## config.mk

```make
export PLATFORM = sky130hd
export DESIGN_NAME = moving_average_smoother
export DESIGN_NICKNAME = d
export VERILOG_FILES = /design/src/sv/sma_pkg.sv /design/src/sv/sma_ram.sv /design/src/sv/sma_window.sv /design/src/sv/sma_div.sv /design/src/sv/moving_average_smoother.sv
export SDC_FILE = /design/constraint.sdc
export NUM_CORES = 1
export LEC_CHECK = 0
export BUFFER_PORTS_ARGS = -buffer_cell sky130_fd_sc_hd__buf_2
export CAP_MARGIN = 40
export CORE_UTILIZATION = 62
export CTS_CLUSTER_SIZE = 12
export DETAILED_ROUTE_END_ITERATION = 7
export GPL_TIMING_DRIVEN = 0
export PLACE_DENSITY = 0.9
export SETUP_SLACK_MARGIN = 0.1
export SYNTH_ARGS = -nofsm -noshare
export SYNTH_HDL_FRONTEND = slang
export SYNTH_SLANG_ARGS = --single-unit
```

## constraint.sdc

```tcl
create_clock -name clk -period 4.6 [get_ports clk]
set_input_delay 0.23 -clock clk [delete_from_list [all_inputs] [get_ports clk]]
set_output_delay 0.23 -clock clk [all_outputs]
set_load 0.01 [all_outputs]
```

## src/sv/sma_pkg.sv

```systemverilog
`timescale 1ns / 1ps
// Shared constants and state types for the moving-average smoother.
// No dependencies; every other file of the block but sma_ram uses this package.
package sma_pkg;

	localparam int MAX_WINDOW_DEF  = 16;
	localparam int SAMPLE_BITS_DEF = 16;

	// Window length register: 5 bits, reset value 2.
	localparam int LEN_CFG_W     = 5;
	localparam int LEN_CFG_RESET = 2;

	typedef enum logic {
		WIN_IDLE,
		WIN_UPDATE
	} win_state_t;

	typedef enum logic [1:0] {
		DIV_IDLE,
		DIV_RUN,
		DIV_HOLD
	} div_state_t;

endpackage

```

## src/sv/sma_ram.sv

```systemverilog
`timescale 1ns / 1ps
// Generic single-port-write, single-port-read RAM with a registered read.
// No dependencies.
module sma_ram #(
	parameter int WIDTH = 16,
	parameter int DEPTH = 16,
	parameter int ADDR_W = (DEPTH > 1) ? $clog2(DEPTH) : 1
) (
	input  logic              clk,
	input  logic              we,
	input  logic [ADDR_W-1:0] waddr,
	input  logic [WIDTH-1:0]  wdata,
	input  logic              re,
	input  logic [ADDR_W-1:0] raddr,
	output logic [WIDTH-1:0]  rdata
);

	logic [WIDTH-1:0] mem [DEPTH];
	logic [WIDTH-1:0] rdata_q;

	always_ff @(posedge clk) begin
		if (we) begin
			mem[waddr] <= wdata;
		end
		if (re) begin
			rdata_q <= mem[raddr];
		end
	end

	assign rdata = rdata_q;

endmodule

```

## src/sv/sma_window.sv

```systemverilog
`timescale 1ns / 1ps
// Window stage: delay line in RAM, running sum, fill count and write slot.
// Depends on sma_pkg and sma_ram; hands finished sums to the divider.
module sma_window #(
	parameter int MAX_WINDOW = sma_pkg::MAX_WINDOW_DEF,
	parameter int SAMPLE_BITS = sma_pkg::SAMPLE_BITS_DEF,
	parameter int LEN_W = $clog2(MAX_WINDOW + 1),
	parameter int SUM_W = SAMPLE_BITS + LEN_W
) (
	input  logic                            clk,
	input  logic                            arst_n,
	input  logic                            cfg_valid,
	input  logic [sma_pkg::LEN_CFG_W-1:0]   cfg_data,
	input  logic                            in_valid,
	output logic                            in_ready,
	input  logic signed [SAMPLE_BITS-1:0]   sample,
	input  logic                            end_of_set,
	output logic                            job_valid,
	input  logic                            job_ready,
	output logic signed [SUM_W-1:0]         job_sum,
	output logic [LEN_W-1:0]                job_len,
	output logic                            job_last
);

	import sma_pkg::*;

	localparam int ADDR_W  = (MAX_WINDOW > 1) ? $clog2(MAX_WINDOW) : 1;
	localparam int OLD_W   = ADDR_W + 1;
	localparam int LEN_RST = (LEN_CFG_RESET > MAX_WINDOW) ? MAX_WINDOW : LEN_CFG_RESET;

	win_state_t state_q, state_d;

	logic [LEN_W-1:0]              len_q;
	logic [LEN_W-1:0]              cfg_len;
	logic signed [SUM_W-1:0]       sum_q;
	logic signed [SUM_W-1:0]       sum_next;
	logic [LEN_W-1:0]              fill_q;
	logic [LEN_W-1:0]              fill_next;
	logic [ADDR_W-1:0]             slot_q;
	logic [ADDR_W-1:0]             slot_next;
	logic signed [SAMPLE_BITS-1:0] sample_s1;
	logic                          last_s1;
	logic                          job_valid_q;
	logic signed [SUM_W-1:0]       job_sum_q;
	logic [LEN_W-1:0]              job_len_q;
	logic                          job_last_q;

	logic                          in_fire;
	logic                          upd;
	logic                          full;
	logic                          produce;
	logic [OLD_W-1:0]              oldest_wide;
	logic [ADDR_W-1:0]             rd_addr;
	logic [SAMPLE_BITS-1:0]        rd_data;
	logic signed [SUM_W-1:0]       old_ext;

	// Length zero counts as one; lengths above the store depth saturate.
	always_comb begin
		if (cfg_data == '0) begin
			cfg_len = LEN_W'(1);
		end else if (int'(cfg_data) > MAX_WINDOW) begin
			cfg_len = LEN_W'(MAX_WINDOW);
		end else begin
			cfg_len = LEN_W'(cfg_data);
		end
	end

	// The oldest sample sits len slots behind the write slot.
	always_comb begin
		oldest_wide = OLD_W'(slot_q) + OLD_W'(MAX_WINDOW) - OLD_W'(len_q);
		if (oldest_wide >= OLD_W'(MAX_WINDOW)) begin
			rd_addr = ADDR_W'(oldest_wide - OLD_W'(MAX_WINDOW));
		end else begin
			rd_addr = ADDR_W'(oldest_wide);
		end
	end

	always_comb begin
		state_d  = state_q;
		in_ready = 1'b0;
		upd      = 1'b0;
		case (state_q)
			WIN_IDLE: begin
				in_ready = !job_valid_q;
				if (in_valid && !job_valid_q) begin
					state_d = WIN_UPDATE;
				end
			end
			WIN_UPDATE: begin
				upd     = 1'b1;
				state_d = WIN_IDLE;
			end
			default: begin
				state_d = WIN_IDLE;
			end
		endcase
	end

	assign in_fire = in_valid && in_ready;

	always_comb begin
		full      = (fill_q >= len_q);
		old_ext   = SUM_W'($signed(rd_data));
		sum_next  = sum_q + SUM_W'(sample_s1) - (full ? old_ext : SUM_W'(0));
		fill_next = full ? fill_q : fill_q + LEN_W'(1);
		produce   = (fill_next >= len_q);
		slot_next = (slot_q == ADDR_W'(MAX_WINDOW - 1)) ? '0 : slot_q + ADDR_W'(1);
	end

	// The read is issued as the word is accepted and the write lands in the update
	// state that follows, before the next read can start, so the two never collide.
	sma_ram #(
		.WIDTH (SAMPLE_BITS),
		.DEPTH (MAX_WINDOW),
		.ADDR_W(ADDR_W)
	) u_sma_ram (
		.clk  (clk),
		.we   (upd),
		.waddr(slot_q),
		.wdata(sample_s1),
		.re   (in_fire),
		.raddr(rd_addr),
		.rdata(rd_data)
	);

	always_ff @(posedge clk or negedge arst_n) begin
		if (!arst_n) begin
			state_q <= WIN_IDLE;
		end else begin
			state_q <= state_d;
		end
	end

	always_ff @(posedge clk or negedge arst_n) begin
		if (!arst_n) begin
			len_q       <= LEN_W'(LEN_RST);
			sum_q       <= '0;
			fill_q      <= '0;
			slot_q      <= '0;
			job_valid_q <= 1'b0;
		end else begin
			if (cfg_valid) begin
				len_q  <= cfg_len;
				sum_q  <= '0;
				fill_q <= '0;
				slot_q <= '0;
			end else if (upd) begin
				if (last_s1) begin
					sum_q  <= '0;
					fill_q <= '0;
					slot_q <= '0;
				end else begin
					sum_q  <= sum_next;
					fill_q <= fill_next;
					slot_q <= slot_next;
				end
			end
			if (job_valid_q && job_ready) begin
				job_valid_q <= 1'b0;
			end
			if (upd && produce) begin
				job_valid_q <= 1'b1;
			end
		end
	end

	always_ff @(posedge clk) begin
		if (in_fire) begin
			sample_s1 <= sample;
			last_s1   <= end_of_set;
		end
		if (upd && produce) begin
			job_sum_q  <= sum_next;
			job_len_q  <= len_q;
			job_last_q <= last_s1;
		end
	end

	assign job_valid = job_valid_q;
	assign job_sum   = job_sum_q;
	assign job_len   = job_len_q;
	assign job_last  = job_last_q;

endmodule

```

## src/sv/sma_div.sv

```systemverilog
`timescale 1ns / 1ps
// Bit-serial divider: window sum / window length, truncated toward zero,
// with the output register. Depends on sma_pkg.
module sma_div #(
	parameter int MAX_WINDOW = sma_pkg::MAX_WINDOW_DEF,
	parameter int SAMPLE_BITS = sma_pkg::SAMPLE_BITS_DEF,
	parameter int LEN_W = $clog2(MAX_WINDOW + 1),
	parameter int SUM_W = SAMPLE_BITS + LEN_W
) (
	input  logic                          clk,
	input  logic                          arst_n,
	input  logic                          job_valid,
	output logic                          job_ready,
	input  logic signed [SUM_W-1:0]       job_sum,
	input  logic [LEN_W-1:0]              job_len,
	input  logic                          job_last,
	output logic                          out_valid,
	input  logic                          out_ready,
	output logic signed [SAMPLE_BITS-1:0] average,
	output logic                          set_done
);

	import sma_pkg::*;

	localparam int CNT_W = $clog2(SUM_W + 1);

	div_state_t state_q, state_d;

	logic                   neg_q;
	logic [LEN_W-1:0]       dlen_q;
	logic [LEN_W-1:0]       rem_q;
	logic [SUM_W-1:0]       quo_q;
	logic [CNT_W-1:0]       cnt_q;
	logic                   last_q;
	logic                   out_valid_q;
	logic [SAMPLE_BITS-1:0] avg_q;
	logic                   done_q;

	logic                   take;
	logic                   step;
	logic                   load_out;
	logic [LEN_W:0]         shifted;
	logic                   ge;
	logic [LEN_W-1:0]       rem_next;
	logic [SAMPLE_BITS-1:0] quo_low;
	logic [SAMPLE_BITS-1:0] avg_next;

	always_comb begin
		state_d   = state_q;
		job_ready = 1'b0;
		take      = 1'b0;
		step      = 1'b0;
		load_out  = 1'b0;
		case (state_q)
			DIV_IDLE: begin
				job_ready = 1'b1;
				if (job_valid) begin
					take    = 1'b1;
					state_d = DIV_RUN;
				end
			end
			DIV_RUN: begin
				step = 1'b1;
				if (cnt_q == CNT_W'(SUM_W - 1)) begin
					state_d = DIV_HOLD;
				end
			end
			DIV_HOLD: begin
				if (!out_valid_q || out_ready) begin
					load_out = 1'b1;
					state_d  = DIV_IDLE;
				end
			end
			default: begin
				state_d = DIV_IDLE;
			end
		endcase
	end

	// One restoring step per cycle on the magnitude; the remainder stays below
	// the divisor, so it fits the length width.
	always_comb begin
		shifted  = {rem_q, quo_q[SUM_W-1]};
		ge       = (shifted >= {1'b0, dlen_q});
		rem_next = ge ? LEN_W'(shifted - {1'b0, dlen_q}) : shifted[LEN_W-1:0];
		quo_low  = quo_q[SAMPLE_BITS-1:0];
		avg_next = neg_q ? (SAMPLE_BITS'(0) - quo_low) : quo_low;
	end

	always_ff @(posedge clk or negedge arst_n) begin
		if (!arst_n) begin
			state_q <= DIV_IDLE;
		end else begin
			state_q <= state_d;
		end
	end

	always_ff @(posedge clk or negedge arst_n) begin
		if (!arst_n) begin
			out_valid_q <= 1'b0;
		end else if (load_out) begin
			out_valid_q <= 1'b1;
		end else if (out_ready) begin
			out_valid_q <= 1'b0;
		end
	end

	always_ff @(posedge clk) begin
		if (take) begin
			neg_q  <= job_sum[SUM_W-1];
			quo_q  <= job_sum[SUM_W-1] ? SUM_W'(-job_sum) : SUM_W'(job_sum);
			dlen_q <= job_len;
			rem_q  <= '0;
			cnt_q  <= '0;
			last_q <= job_last;
		end else if (step) begin
			rem_q <= rem_next;
			quo_q <= {quo_q[SUM_W-2:0], ge};
			cnt_q <= cnt_q + CNT_W'(1);
		end
		if (load_out) begin
			avg_q  <= avg_next;
			done_q <= last_q;
		end
	end

	assign out_valid = out_valid_q;
	assign average   = avg_q;
	assign set_done  = done_q;

endmodule

```

## src/sv/moving_average_smoother.sv

```systemverilog
`timescale 1ns / 1ps
// Moving-average smoother top level: window stage plus divider.
// Depends on sma_pkg, sma_window, sma_div and sma_ram.
//
// Each accepted sample word passes through the window stage in its idle and
// update states: the oldest sample is read from the delay-line RAM as the word
// is accepted, and the running sum, fill count and RAM write are updated in
// the update state that follows. Once window_len samples are held, every
// sample yields one average, the window sum divided by the length and
// truncated toward zero. The division is done one quotient bit per cycle, so a
// word that yields a result keeps the divider busy through its run and hold
// states; the window stage runs the next sample while the divider works, and
// results therefore come at most once per divider pass. Words before the window
// fills produce nothing. A word with end_of_set empties the window after its own
// result, and writing window_len empties it as well; window_len 0 acts as 1 and
// values above MAX_WINDOW act as MAX_WINDOW.
// window_len may be written only while no word is in flight.
module moving_average_smoother #(
	parameter int MAX_WINDOW = sma_pkg::MAX_WINDOW_DEF,
	parameter int SAMPLE_BITS = sma_pkg::SAMPLE_BITS_DEF
) (
	input  logic                          clk,
	input  logic                          arst_n,
	input  logic                          cfg_valid,
	output logic                          cfg_ready,
	input  logic [sma_pkg::LEN_CFG_W-1:0] window_len,
	input  logic                          in_valid,
	output logic                          in_ready,
	input  logic signed [SAMPLE_BITS-1:0] sample,
	input  logic                          end_of_set,
	output logic                          out_valid,
	input  logic                          out_ready,
	output logic signed [SAMPLE_BITS-1:0] average,
	output logic                          set_done
);

	import sma_pkg::*;

	localparam int LEN_W = $clog2(MAX_WINDOW + 1);
	localparam int SUM_W = SAMPLE_BITS + LEN_W;

	logic                    job_valid;
	logic                    job_ready;
	logic signed [SUM_W-1:0] job_sum;
	logic [LEN_W-1:0]        job_len;
	logic                    job_last;

	assign cfg_ready = 1'b1;

	sma_window #(
		.MAX_WINDOW (MAX_WINDOW),
		.SAMPLE_BITS(SAMPLE_BITS),
		.LEN_W      (LEN_W),
		.SUM_W      (SUM_W)
	) u_sma_window (
		.clk       (clk),
		.arst_n    (arst_n),
		.cfg_valid (cfg_valid),
		.cfg_data  (window_len),
		.in_valid  (in_valid),
		.in_ready  (in_ready),
		.sample    (sample),
		.end_of_set(end_of_set),
		.job_valid (job_valid),
		.job_ready (job_ready),
		.job_sum   (job_sum),
		.job_len   (job_len),
		.job_last  (job_last)
	);

	sma_div #(
		.MAX_WINDOW (MAX_WINDOW),
		.SAMPLE_BITS(SAMPLE_BITS),
		.LEN_W      (LEN_W),
		.SUM_W      (SUM_W)
	) u_sma_div (
		.clk      (clk),
		.arst_n   (arst_n),
		.job_valid(job_valid),
		.job_ready(job_ready),
		.job_sum  (job_sum),
		.job_len  (job_len),
		.job_last (job_last),
		.out_valid(out_valid),
		.out_ready(out_ready),
		.average  (average),
		.set_done (set_done)
	);

endmodule

```

# Word level (Yosys, flattened, before mapping)
# Memories as Yosys holds them, arrays and structs flattened. A register that Yosys moved wholly into a read port is not among the register bits.
# Cells that the tools add are included.
[classes]
bitwise_logic = 1
reduce_logical = 14
order_cmp = 5
n_addsub = 11
eq_ne = 7
n_mux = 40
[op_table]
columns = ["cell", "count"]
rows = [
  ["2-to-1 mux 21 bit", 7],
  ["2-to-1 mux 5 bit", 7],
  ["adder 21 x 16 -> 21 bit", 1],
  ["negator 21 bit", 1],
  ["subtractor 21 bit", 1],
  ["2-to-1 mux 4 bit", 5],
  ["2-to-1 mux 16 bit", 1],
  ["subtractor 1 x 16 -> 16 bit, first input constant", 1],
  ["2-to-1 mux 1 bit", 15],
  ["adder 5 x 1 -> 5 bit, second input constant", 2],
  [">= comparator 5 bit", 2],
  ["subtractor 5 bit", 2],
  ["nonzero test 2 bit", 4],
  [">= comparator 6 x 5 -> 1 bit", 1],
  ["2-to-1 mux 2 bit", 3],
  ["one-hot mux 2 bit (3 select lines)", 1],
  ["adder 4 x 5 -> 5 bit, second input constant", 1],
  ["equality test 5 bit, second input constant", 1],
  [">= comparator 5 bit, second input constant", 1],
  ["> comparator 5 bit, second input constant", 1],
  ["zero test 5 bit", 1],
  ["adder 4 x 1 -> 4 bit, second input constant", 1],
  ["equality test 4 bit, second input constant", 1],
  ["logical AND 1 bit", 4],
  ["11 further kinds", 13],
]
[totals]
memories = 1
wordCells = 100
ff_bits = 139
out_inout_bits = 20
input_bits = 27
mem_bits_rw = 256
[mem_list]
columns = ["name", "words", "word_bits", "rd", "rd_ports_with_merged_regs", "wr", "line", "text"]
rows = [
  ["u_sma_window.u_sma_ram.mem", 16, 16, 1, 1, 1, "sma_ram.sv:18", "logic [WIDTH-1:0] mem [DEPTH];"],
]

# Depth between registers and ports, before layout
# Gate-level depths: netlist of run 1.
[depth]
ltp_word = 6
ltp_mapped = 20
ltp_nobuf = 19

# By module
# A second synthesis of run 1 with hierarchy kept.
[hier_totals]
cells_unflattened = 1208
area_unflattened_um2 = 18388.9
[by_module_without_submodules]
columns = ["mod", "seq_area_each_um2", "cells_per_inst", "area_per_inst_um2", "instances"]
rows = [
  ["sma_ram", 8167.8, 432, 10203.5, 1],
  ["sma_window", 2248.4, 489, 5123.7, 1],
  ["sma_div", 1626.6, 285, 3050.4, 1],
  ["moving_average_smoother", 0.0, 2, 11.3, 1],
]

# Worst setup path after synthesis of run 1
# Ideal clock, no wire load.
[synth_path]
path_type = "reg2reg"
startpoint = "reg u_sma_window.fill_q[0]"
endpoint = "reg u_sma_window.job_sum_q[18], in the netlist u_sma_window.job_sum[18] (data pin)"
period_less_slack_ns = 4.094
setup_ns = 0.266
path_slack_ns = 0.506
stages_incl_launch_ff = 19
required_time_ns = 4.334
t_arrival_ns = 3.828
path_buffers = 1
path_cell_list = "dfrtp_1 -> inv_1 -> ha_1 -> nand2b_1 -> a21o_1 -> a21oi_1 -> o21ai_0 -> clkbuf_1 -> and2_1 -> fa_1 -> inv_1 -> ha_1 -> nor2b_1 -> o211ai_1 -> a31oi_1 -> or2_2 -> a41oi_1 -> o21ai_0 -> xor2_1"
[synth_between]
elab_chain_len = 3
[synth_rtl]
columns = ["element", "line", "text"]
rows = [
  ["from (decl)", "sma_window.sv:37", "logic [LEN_W-1:0] fill_q;"],
  ["from (signal assigned)", "sma_window.sv:154", "fill_q <= fill_next;"],
  [">= comparator 5 bit", "sma_window.sv:102", "full = (fill_q >= len_q);"],
  ["2-to-1 mux 21 bit", "sma_window.sv:104", "sum_next = sum_q + SUM_W'(sample_s1) - (full ? old_ext : SUM_W'(0));"],
  ["subtractor 21 bit", "sma_window.sv:104", ""],
  ["named net u_sma_window.sum_next[18]", "sma_window.sv:36", "logic signed [SUM_W-1:0] sum_next;"],
  ["to (signal assigned)", "sma_window.sv:173", "job_sum_q <= sum_next;"],
  ["to (decl)", "sma_window.sv:44", "logic signed [SUM_W-1:0] job_sum_q;"],
]
# The timed path passes the listed nets, and every way through them passes these cells.
# A chain may end at the register's enable or synchronous reset.

# Final worst setup path of run 1
[layout_path]
startpoint = "reg u_sma_window.len_q[1]"
endpoint = "reg u_sma_window.job_sum_q[18], in the netlist u_sma_window.job_sum[18] (data pin)"
[layout_between]
elab_chain_len = 3
[layout_rtl]
columns = ["element", "line", "text"]
rows = [
  ["from (decl)", "sma_window.sv:33", "logic [LEN_W-1:0] len_q;"],
  ["from (signal assigned)", "sma_window.sv:136", "len_q <= LEN_W'(LEN_RST);"],
  ["from (signal assigned)", "sma_window.sv:143", "len_q <= cfg_len;"],
  [">= comparator 5 bit", "sma_window.sv:102", ""],
  ["2-to-1 mux 21 bit", "sma_window.sv:104", ""],
  ["subtractor 21 bit", "sma_window.sv:104", ""],
  ["named net u_sma_window.sum_next[18]", "sma_window.sv:36", ""],
]
# The timed path passes the listed nets, and every way through them passes these cells.

==> flow_summary.ini, run 1 <==
[routing]
wl_per_cell_um = 23.06
vias = 10789
drt_wl_total_um = 40450
vias_per_cell = 6.151
drt-initial-drc-count = 1106
drc = 0
drtPass1Iterations = 5
ant_nets = 0

[placement]
dp_hpwl_um = 25700
dp_cells = 1654
gp_congestion = 0.9119
port_buffers = 45

[power]
p_comb_share_pct = 32.5
seqPwrFrac_pct = 41.8
switching_power_uw = 4218
peakVddDrop_mv = 0.4655
leakagePower_uw = 0.007668
swShare_pct = 33.61
clockPowerShare_pct = 25.7
fin_total_pwr_uw = 12550
p_per_area_nw_per_um2 = 601.9
internal-power_uw = 8333

[worst_setup_path]
crit_path_frequent_cell = ha_1
cpPeakStageDelay_ns = 0.56
cp_max_fo = 8
critPathCaptureType = register
slowest_stage = dfstp_2
crit_required_ns = 4.86
critPathLaunchType = register
arrival_ns = 4.65
cp_num_buf_inv = 3
path_delay_family = compound AO/OA/AOI/OAI gates
path_cells = inv_2 > ha_1 > a21o_1 > a21oi_2 > o21ai_2 > buf_4 > and2_1 > fa_1 > inv_1 > ha_1 > nor2b_2 > o211ai_1 > a31oi_2 > or2_2 > a41oi_2 > o21ai_1 > xor2_1
path_class = register to register

[sta]
slew-limit-headroom_pct = 37.86
fin_skew_ns = 0.03576
period_needed_ns = 4.387
max_slew.worst_pin.slew_ns = 0.9321
period_share_pct = 95.37
final_max_slew_viol_count = 0
hold_viol_final = 0
setup_viol = 0
fmax_ghz = 0.2279
grt_setup_unrepaired = no

[global_routing]
grtUsageMet1_pct = 33.07
antenna_found_initial = 0
grt_use_met2_pct = 47.63
grt_pass1_vias = 11138
grt_pass1_wl_um = 61440
grt_max_degree = 33
busiest_layer = met2
grt-ovfl-total = 0
use_met3_pct = 3.925
grt.total_usage_pct = 27.12

[yosys]
syn_inst = 1211
synth.avg_cell_area_um2 = 15.11
synth_cell_types = 59
synth_top_cell_area_share_pct = 59.25
ys_warn_count = 0
synthTopCellsByArea = edfxtp_1 (59%), mux4_2 (7.9%), dfrtp_1 (5.3%), ha_1 (3.4%), fa_1 (2.4%)
ys_ff_latch = 411
ys_seq_area_share_pct = 65.82
synth-main-ff-cell = edfxtp_1
syn_area_um2 = 18300
postSynth.asyncResetShare_pct = 9.732
synth-edff-count = 361
synth_nets = 1309
synth_top_area_cell = edfxtp_1

[die]
die_x_um = 173.8
core_um2 = 28860
dieArea_um2 = 30200
rows = 62
initial_utilization_pct = 63.40
die-height_um = 173.8
io_pins = 47

[clock_network]
cts_inserted_buffers = 42
cts_tree = done
clock_latency_ns = 0.56
cts_sinks = 411
clockRootBuffer = clkbuf_16
htree_levels = 2
cts_buffer_depth = 3
clkTransAtPathRegs_ns = 0.06

[flow_run]
drv_cap = 0

[min_path]
hold_path.class = input port to register

[cells_and_area]
fin_util_pct = 72.26
nNetsFinal = 1441
final-instance-count-excl-fill = 1754
drive_above_1_share_pct = 16.36
area_growth_syn_to_layout_pct = 13.98

[status]
status = completed
[final cells by class]
class                   instances  area (um^2)
diodes                          1        2.502
plain buffers                  48        197.7
clock buffers                  62         1167
clock inverters                 8        107.6
fillers                      1711         8004
inverters                     106        397.9
multi-input cells             646         5723
flip-flops and latches        411        12050
well taps                     384        480.5
repair buffers                 88        732.0
[metrics by stage]
stage / instance area (um^2) / hold slack (ns) / setup TNS (ns) / worst slack [ns]
final: 20850 / 0.01058 / 0 / 0.2128
after CTS: 20770 / 0.005191 / 0 / 0.08339
after global routing: 20850 / 0.02841 / 0 / 0.1258
after detailed placement: 19240 / 0.2630 / -0.9629 / -0.3696
after floorplan: 18300 / -0.06559 / 0 / 0.5060
after global placement: 19000 / 0.4005 / -0.7548 / -0.2795
[metal layers]
layer  part of all wire (%)  wire length, um
met5                      0                0
met4                    4.4             1778
met3                    6.8             2763
met2                     52            20940
met1                     37            14970
[cell usage in the layout, fill, tap and decap left out, types with 10 or more instances in the layout]
master	count
a211oi_1	16
a21o_1	11
a21oi_1	53
a22o_1	11
and2_1	30
buf_2	52
buf_4	10
buf_8	10
clkbuf_1	48
clkbuf_16	43
dfrtp_1	37
dfxtp_1	10
dlygate4sd3_1	21
edfxtp_1	361
fa_1	21
ha_1	48
inv_1	103
mux2i_1	18
mux4_2	64
nand2_1	73
nand2b_1	11
nand3_1	14
nor2_1	25
nor2b_1	24
o21ai_0	63
o31ai_1	11
xnor2_1	35
xor2_1	31
[logic make-up after synthesis]
kind of cell | Yosys count | synth area share, %
buffers and inverters | 154 | 3.221
other | 1 | 0.02050
multiplexers | 84 | 8.986
XOR/XNOR | 66 | 3.159
AND/OR/NAND/NOR | 226 | 6.401
AO/OA/AOI/OAI | 198 | 6.633
adder cells (fa/ha/maj) | 71 | 5.758
flip-flops | 411 | 65.82
[repair_timing]
item | in CTS | in global routing
endpoints found under the setup margin | 8 | 17
gates resized for setup | 8 | 18
endpoints found under the hold margin | 40 | 0
buffers inserted | 3 | 4
hold buffers | 21 | 0
pin swaps | 4 | 3
[power groups by stage]
stage | combinational, uW | sequential, uW | clock (uW)
after floorplan | 2850 | 5150 | 0
after global placement | 3580 | 5270 | 0
after detailed placement | 3780 | 5310 | 0
after CTS | 3950 | 5240 | 3230
after global routing | 4450 | 5300 | 3370
final | 4080 | 5250 | 3220
[cell usage after synthesis (31+ instances only)]
cell type	n
inv_1	105
a21oi_1	54
edfxtp_1	361
dfrtp_1	39
clkbuf_1	34
xor2_1	31
nand2_1	73
o21ai_0	66
and2_1	31
xnor2_1	35
mux4_2	64
ha_1	49
[flip-flops by register name (all words and copies together), names as in the netlist, 16 cells and up]
signal / flops
u_sma_window.sample_s1: 16
u_sma_window.sum_q: 21
u_sma_window.u_sma_ram.mem: 256
u_sma_window.u_sma_ram.rdata: 16
u_sma_div.average: 16
u_sma_div.quo_q: 21
u_sma_window.job_sum: 21
[path summary, 6_finish.rpt]
check                                                  start                                 end  slack (ns)  cells past startpoint
max                        u_sma_window.len_q[1]$_DFFE_PN1P_  u_sma_window.job_sum[18]$_DFFE_PP_        0.21                     17
min                                            window_len[3]   u_sma_window.len_q[3]$_DFFE_PN0P_        0.01                      3
max reg2reg                u_sma_window.len_q[1]$_DFFE_PN1P_  u_sma_window.job_sum[18]$_DFFE_PP_        0.21                     17
min reg2reg                u_sma_window.job_len[4]$_DFFE_PP_       u_sma_div.dlen_q[4]$_DFFE_PP_        0.42                      0
max in group asynchronous                             arst_n    u_sma_div.state_q[1]$_DFFE_PN0P_        3.83                      3
min in group asynchronous                             arst_n   u_sma_window.sum_q[6]$_DFFE_PN0P_        0.24                      2
[worst register-to-register path: cells and delay by family (launching register included)]
kind	cells	cell delay, ns
buffers and inverters	3	0.29
xor gates and xnor gates	1	0.17
DFF	1	0.56
AOI/OAI and AO/OA	7	1.30
adders and majority gates	3	1.08
and+or+nand+nor	3	0.70
No activity file was read; power rests on OpenSTA's default activity.
==> run 2, diff against run 1 <==
PLACE_DENSITY = 0.79   (was 0.9)
==> run 2 against run 1 <==
  * Sequential share of layout area shrank 0.18 points
  * Cell count is essentially flat
  * Combinational power is essentially flat
  * Via count shrank 2.5%
  * Flip-flop and latch count is the same
  * Clock power grew 1%
  * Register-to-register slack gained 0.04 ns
  * Non-clock buffer count grew 3
  * Count of clock-buffer cells in the layout shrank 4
  * Design area grew 0.29%
==> flow_summary.ini, run 2 (synthesis gave the netlist of run 1 again) <==
[clock_network]
clkTransAtPathRegs_ns = 0.06
clockRootBuffer = clkbuf_16
clock_latency_ns = 0.55
htree_levels = 2
cts_buffer_depth = 3
cts_sinks = 411
cts_inserted_buffers = 43
cts_tree = done

[worst_setup_path]
r2r_setup_slack_ns = 0.25
cp_max_fo = 5
regToRegStartpoint = u_sma_window.len_q[1]$_DFFE_PN1P_
path_class = register to register
crit_required_ns = 5.02
r2r_cells = 17
critPathLaunchType = register
critPathCaptureType = register
arrival_ns = 4.77
r2r_end = u_sma_window.sum_q[20]$_DFFE_PN0P_

[sta]
slew-limit-headroom_pct = 36.67
hold_viol_final = 0
timing.final.ws_setup_ns = 0.2507
grt_setup_unrepaired = no
final_max_slew_viol_count = 0
setup_viol = 0
period_share_pct = 94.55
fin_setup_tns_ns = 0
fin_skew_ns = 0.02268
period_needed_ns = 4.349
max_slew.worst_pin.slew_ns = 0.9500
fmax_ghz = 0.2299

[routing]
drt-initial-drc-count = 837
wl_per_cell_um = 21.73
drc = 0
vias = 10523
drtPass1Iterations = 5
ant_nets = 0
vias_per_cell = 5.996
drt_wl_total_um = 38130

[cells_and_area]
largest_register_ffs = 256
nNetsFinal = 1445
layout_common_cells = edfxtp_1 (361), inv_1 (105), nand2_1 (73), o21ai_0 (64), mux4_2 (64)
area_growth_syn_to_layout_pct = 14.31
largest-register = u_sma_window.u_sma_ram.mem
final_common_cell = edfxtp_1
antennaDiodeCount = 0
fillers = 1781
drive_above_1_share_pct = 16.34
multi_input_area_um2 = 5743
final_area_um2 = 20910
seqCellArea_um2 = 12040

[global_routing]
grt_use_met2_pct = 45.35
grt_max_degree = 36
grt_pass1_vias = 10811
grt_pass1_wl_um = 59110
grtUsageMet1_pct = 32.30
use_met3_pct = 3.794
busiest_layer = met2
grt-ovfl-total = 0
antenna_found_initial = 0
grt.total_usage_pct = 25.94

[placement]
dpl_worst_slack_ns = -0.3854
placed_area_um2 = 19210
dp_hpwl_um = 25010
gp_congestion = 0.8831
port_buffers = 45

[min_path]
holdCritStartpoint = out_ready
holdPathEnd = u_sma_div.out_valid$_DFFE_PN0P_
hold_depth = 3
hold_path.class = input port to register

[die]
core_um2 = 28860
initial_utilization_pct = 63.40
die-height_um = 173.8
dieArea_um2 = 30200
io_pins = 47
die_x_um = 173.8
rows = 62

[flow_run]
drv_cap = 0

[power]
swShare_pct = 32.80
fin_total_pwr_uw = 12580
p_per_area_nw_per_um2 = 601.4
switching_power_uw = 4126
peakVddDrop_mv = 0.3657
internal-power_uw = 8451
leakagePower_uw = 0.007689
p_comb_share_pct = 32.4
clockPowerShare_pct = 26.0
seqPwrFrac_pct = 41.6

[status]
status = completed
==> run 2: cell count changes in the layout (fill, tap and decap cells not counted), sizes merged <==
cell           before  now
dlygate4sd3        21   23
clkbuf             94   90
clkdlybuf4s15       0    1
clkinv              6    8
clkinvlp            0    1
bufinv              1    3
inv               107  105
diode               1    0
==> run 2: layout make-up <==
class	count	area share [%]
Multi-Input combinational cell	646	27.46
Buffer	47	0.9512
Inverter	106	1.902
Clock buffer	58	5.510
Clock inverter	11	0.7239
Timing Repair Buffer	92	3.572
Tap cell	384	2.297
Sequential cell	411	57.58
==> run 2: worst max-delay path by stage <==
| stage | from | endpoint | slack, ns | depth (start not counted) |
|---|---|---|---|---|
| floorplan | u_sma_window.fill_q[0]$_DFFE_PN0P_ | u_sma_window.job_sum[18]$_DFFE_PP_ | 0.51 | 18 |
| global placement | u_sma_window.len_q[1]$_DFFE_PN1P_ | u_sma_window.sum_q[20]$_DFFE_PN0P_ | -0.31 | 16 |
| detailed placement | u_sma_window.len_q[1]$_DFFE_PN1P_ | u_sma_window.sum_q[20]$_DFFE_PN0P_ | -0.39 | 16 |
| CTS | u_sma_window.len_q[1]$_DFFE_PN1P_ | u_sma_window.sum_q[20]$_DFFE_PN0P_ | 0.1 | 20 |
| global route | u_sma_window.len_q[1]$_DFFE_PN1P_ | u_sma_window.sum_q[20]$_DFFE_PN0P_ | 0.06 | 20 |
| finish | u_sma_window.len_q[1]$_DFFE_PN1P_ | u_sma_window.sum_q[20]$_DFFE_PN0P_ | 0.25 | 17 |
==> run 2: critical path, stage by stage, from the launching register on <==
cell and delay, ns:
dfstp_2 0.55, inv_1 0.09, ha_1 0.29, a21o_1 0.18
a21oi_2 0.16, o21ai_2 0.11, buf_6 0.16, and2_1 0.18
fa_1 0.50, fa_2 0.44, nor2b_2 0.15, o211ai_1 0.15
a31oi_2 0.26, o21ai_2 0.12, o41ai_2 0.43, xor2_1 0.13
buf_4 0.15, a22o_1 0.18
==> run 2: routing by layer <==
layer | share of wire (%) | vias up
li1 | - | 4766
met1 | 39 | 5218
met2 | 51 | 445
met3 | 6.3 | 94
met4 | 4.2 | 0
met5 | 0 | -
==> run 2: per-stage QoR <==
stage	utilization, %	hold WS (ns)	instances
after floorplan	-	-0.06559	1211
after global placement	65.85	0.4007	1640
after detailed placement	66.58	0.08855	1654
after CTS	72.06	0.01073	1749
after global routing	72.47	0.03785	1755
final	72.47	0.01456	1755
==> run 2: power groups by stage <==
stage          Sequential, uW  Clock (uW)  Combinational, uW
6_report                 5230        3260               4080
5_1_grt                  5280        3440               4500
4_1_cts                  5230        3300               3910
3_5_place_dp             5300           0               3740
3_3_place_gp             5270           0               3620
2_1_floorplan            5150           0               2850
==> run 2: repair_timing <==
action	4_1_cts	5_1_grt
endpoints found under the setup margin	9	17
setup buffers	3	5
pin swaps	4	9
hold buffers	23	0
hold endpoints to repair	62	0
gates cloned	0	1
gates resized for setup	7	18
==> run 3, diff against run 2 <==
--- a/config.mk
+++ b/config.mk
@@ -8,8 +8,10 @@
 export BUFFER_PORTS_ARGS = -buffer_cell sky130_fd_sc_hd__buf_2
 export CAP_MARGIN = 40
+export CORE_ASPECT_RATIO = 0.5
 export CORE_UTILIZATION = 62
 export CTS_CLUSTER_SIZE = 12
 export DETAILED_ROUTE_END_ITERATION = 7
 export GPL_TIMING_DRIVEN = 0
+export HOLD_SLACK_MARGIN = 0.02
 export PLACE_DENSITY = 0.79
 export SETUP_SLACK_MARGIN = 0.1
==> constraint.sdc (replaced) <==
create_clock -name clk -period 4.6 [get_ports clk]
set_input_delay 0.23 -clock clk [delete_from_list [all_inputs] [get_ports clk]]
set_output_delay 0.23 -clock clk [all_outputs]
set_load 0.005 [all_outputs]
==> run 3 against run 2 <==
  * The flow now finishes with violations (design-rule violations)
  * Critical path depth is 2 higher
  * Wire length is 5.1% higher
  * Die area rose by 0.14%
  * Count of clock-buffer cells in the layout shrank 8
  * Design area shrank 0.86%
  * First-iteration DRC count rose by 4.8%
  * Critical endpoint is now u_sma_window.job_sum[20]$_DFFE_PP_
==> flow_summary.ini, run 3 (synthesis gave the netlist of run 1 again) <==
[worst_setup_path]
critPathCaptureType = register
arrival_ns = 4.65
path_class = register to register
crit_required_ns = 4.90
critPathLaunchType = register
cp_max_fo = 10

[min_path]
hold_path.class = input port to register

[flow_run]
drv_cap = 0

[cells_and_area]
layout_common_cells = edfxtp_1 (361), inv_1 (103), nand2_1 (73), o21ai_0 (64), mux4_2 (64)
area_growth_syn_to_layout_pct = 13.33
largest_register_ffs = 256
antennaDiodeCount = 0
final_common_cell = edfxtp_1
largest-register = u_sma_window.u_sma_ram.mem
final-instance-count-excl-fill = 1747
final_area_um2 = 20730
nNetsFinal = 1441
drive_above_1_share_pct = 15.63

[power]
swShare_pct = 34.16
clockPowerShare_pct = 23.8
switching_power_uw = 4222
p_comb_share_pct = 33.7
peakVddDrop_mv = 0.3193
seqPwrFrac_pct = 42.5
p_per_area_nw_per_um2 = 596.1
leakagePower_uw = 0.007585
internal-power_uw = 8138

[routing]
ant_nets = 0
drtPass1Iterations = 8
vias = 10748
vias_per_cell = 6.152
wl_per_cell_um = 22.93
drt-initial-drc-count = 877
drc = 1
drt_wl_total_um = 40070

[clock_network]
clock_latency_ns = 0.56
cts_sinks = 411
clockRootBuffer = clkbuf_16
cts_tree = done
cts_inserted_buffers = 40
cts_buffer_depth = 3
htree_levels = 2
clkTransAtPathRegs_ns = 0.06

[global_routing]
grt_max_degree = 33
grt_pass1_vias = 10776
grt_pass1_wl_um = 60670
grt-ovfl-total = 0
grt.total_usage_pct = 27.18
antenna_found_initial = 0

[die]
core_um2 = 29010
initial_utilization_pct = 63.06
die-height_um = 123.5
rows = 44
die_x_um = 244.9
io_pins = 47
dieArea_um2 = 30240

[placement]
dpl_worst_slack_ns = -0.2394
placed_area_um2 = 19240
port_buffers = 45
dp_hpwl_um = 25500
dp_cells = 1661
gp_congestion = 0.8793

[sta]
timing.final.ws_setup_ns = 0.2442
period_needed_ns = 4.356
whs_ns = 0.05101
grt_setup_unrepaired = no
fin_setup_tns_ns = 0
slew-limit-headroom_pct = 37.75
period_share_pct = 94.69
final_max_slew_viol_count = 0
fmax_ghz = 0.2296
hold_viol_final = 0
max_slew.worst_pin.slew_ns = 0.9338
setup_viol = 0
fin_skew_ns = 0.01985

[status]
violations = design-rule violations
status = finished with violations
==> run 3: changes by cell type in the layout (fill, tap and decap cells not counted), moves of 3 or more <==
| cell | before | now |
|---|---|---|
| bufinv_16 | 3 | 0 |
| buf_4 | 10 | 7 |
| dlygate4sd3_1 | 23 | 27 |
| buf_6 | 3 | 0 |
| clkbuf_1 | 44 | 40 |
| clkbuf_16 | 43 | 40 |
==> run 3: layout make-up <==
class | instances | area, um^2
Multi-Input combinational cell | 646 | 5757
Fill cell | 1724 | 8278
Clock inverter | 5 | 63.81
Inverter | 106 | 397.9
Tap cell | 391 | 489.2
Timing Repair Buffer | 90 | 745.7
Buffer | 48 | 198.9
Sequential cell | 411 | 12040
Clock buffer | 50 | 1039
==> run 3: metrics by stage <==
step           total power, uW  util (%)
6_report                 12360     71.47
5_1_grt                  12950     71.47
4_1_cts                  12170     71.20
3_5_place_dp              9112     66.31
3_3_place_gp              8882     65.53
2_1_floorplan             7991         -
==> run 3: worst paths after layout <==
check	slack, ns	startpoint	cells after the start	to
setup / recovery	0.24	u_sma_window.len_q[1]$_DFFE_PN1P_	19	u_sma_window.job_sum[20]$_DFFE_PP_
max in group asynchronous	3.84	arst_n	3	u_sma_window.len_q[1]$_DFFE_PN1P_
min in group asynchronous	0.19	arst_n	2	u_sma_window.sum_q[9]$_DFFE_PN0P_
hold reg to reg	0.42	u_sma_window.job_len[4]$_DFFE_PP_	0	u_sma_div.dlen_q[4]$_DFFE_PP_
hold / removal	0.05	window_len[0]	4	u_sma_window.len_q[0]$_DFFE_PN0P_
setup reg to reg	0.24	u_sma_window.len_q[1]$_DFFE_PN1P_	19	u_sma_window.job_sum[20]$_DFFE_PP_
==> run 3: power by group through the flow <==
| stage | sequential, uW | combinational (uW) | clock [uW] |
|---|---|---|---|
| after CTS | 5250 | 3960 | 2960 |
| after global routing | 5300 | 4550 | 3110 |
| after floorplan | 5150 | 2840 | 0 |
| after global placement | 5280 | 3610 | 0 |
| final | 5260 | 4160 | 2940 |
| after detailed placement | 5320 | 3800 | 0 |
==> run 3: timing repair <==
action | 4_1_cts | 5_1_grt
buffers inserted | 1 | 3
hold endpoints to repair | 62 | 0
pin swaps | 3 | 5
endpoints found under the setup margin | 8 | 23
hold buffers | 27 | 0
resized for setup | 9 | 20
==> run 3: routing by layer <==
layer / up-vias / track usage (%) / routed length [um]
li1: 4752 / - / -
met1: 5390 / 36.08 / 15980
met2: 533 / 46.25 / 19790
met3: 73 / 5.144 / 3314
met4: 0 / 8.633 / 977
met5: - / 0 / 0
==> run 3: worst max-delay path, stage by stage (launching register included) <==
cell and delay, ns:
dfstp_2 0.58, inv_2 0.09, ha_1 0.27, a21o_1 0.16
a21oi_2 0.15, o21ai_0 0.14, buf_4 0.20, and2_1 0.16
ha_1 0.27, inv_1 0.06, ha_1 0.18, inv_1 0.07
fa_2 0.37, nor2b_2 0.16, o211ai_1 0.15, a31oi_2 0.33
o21ai_4 0.12, o41ai_2 0.33, xor2_1 0.13, buf_4 0.15
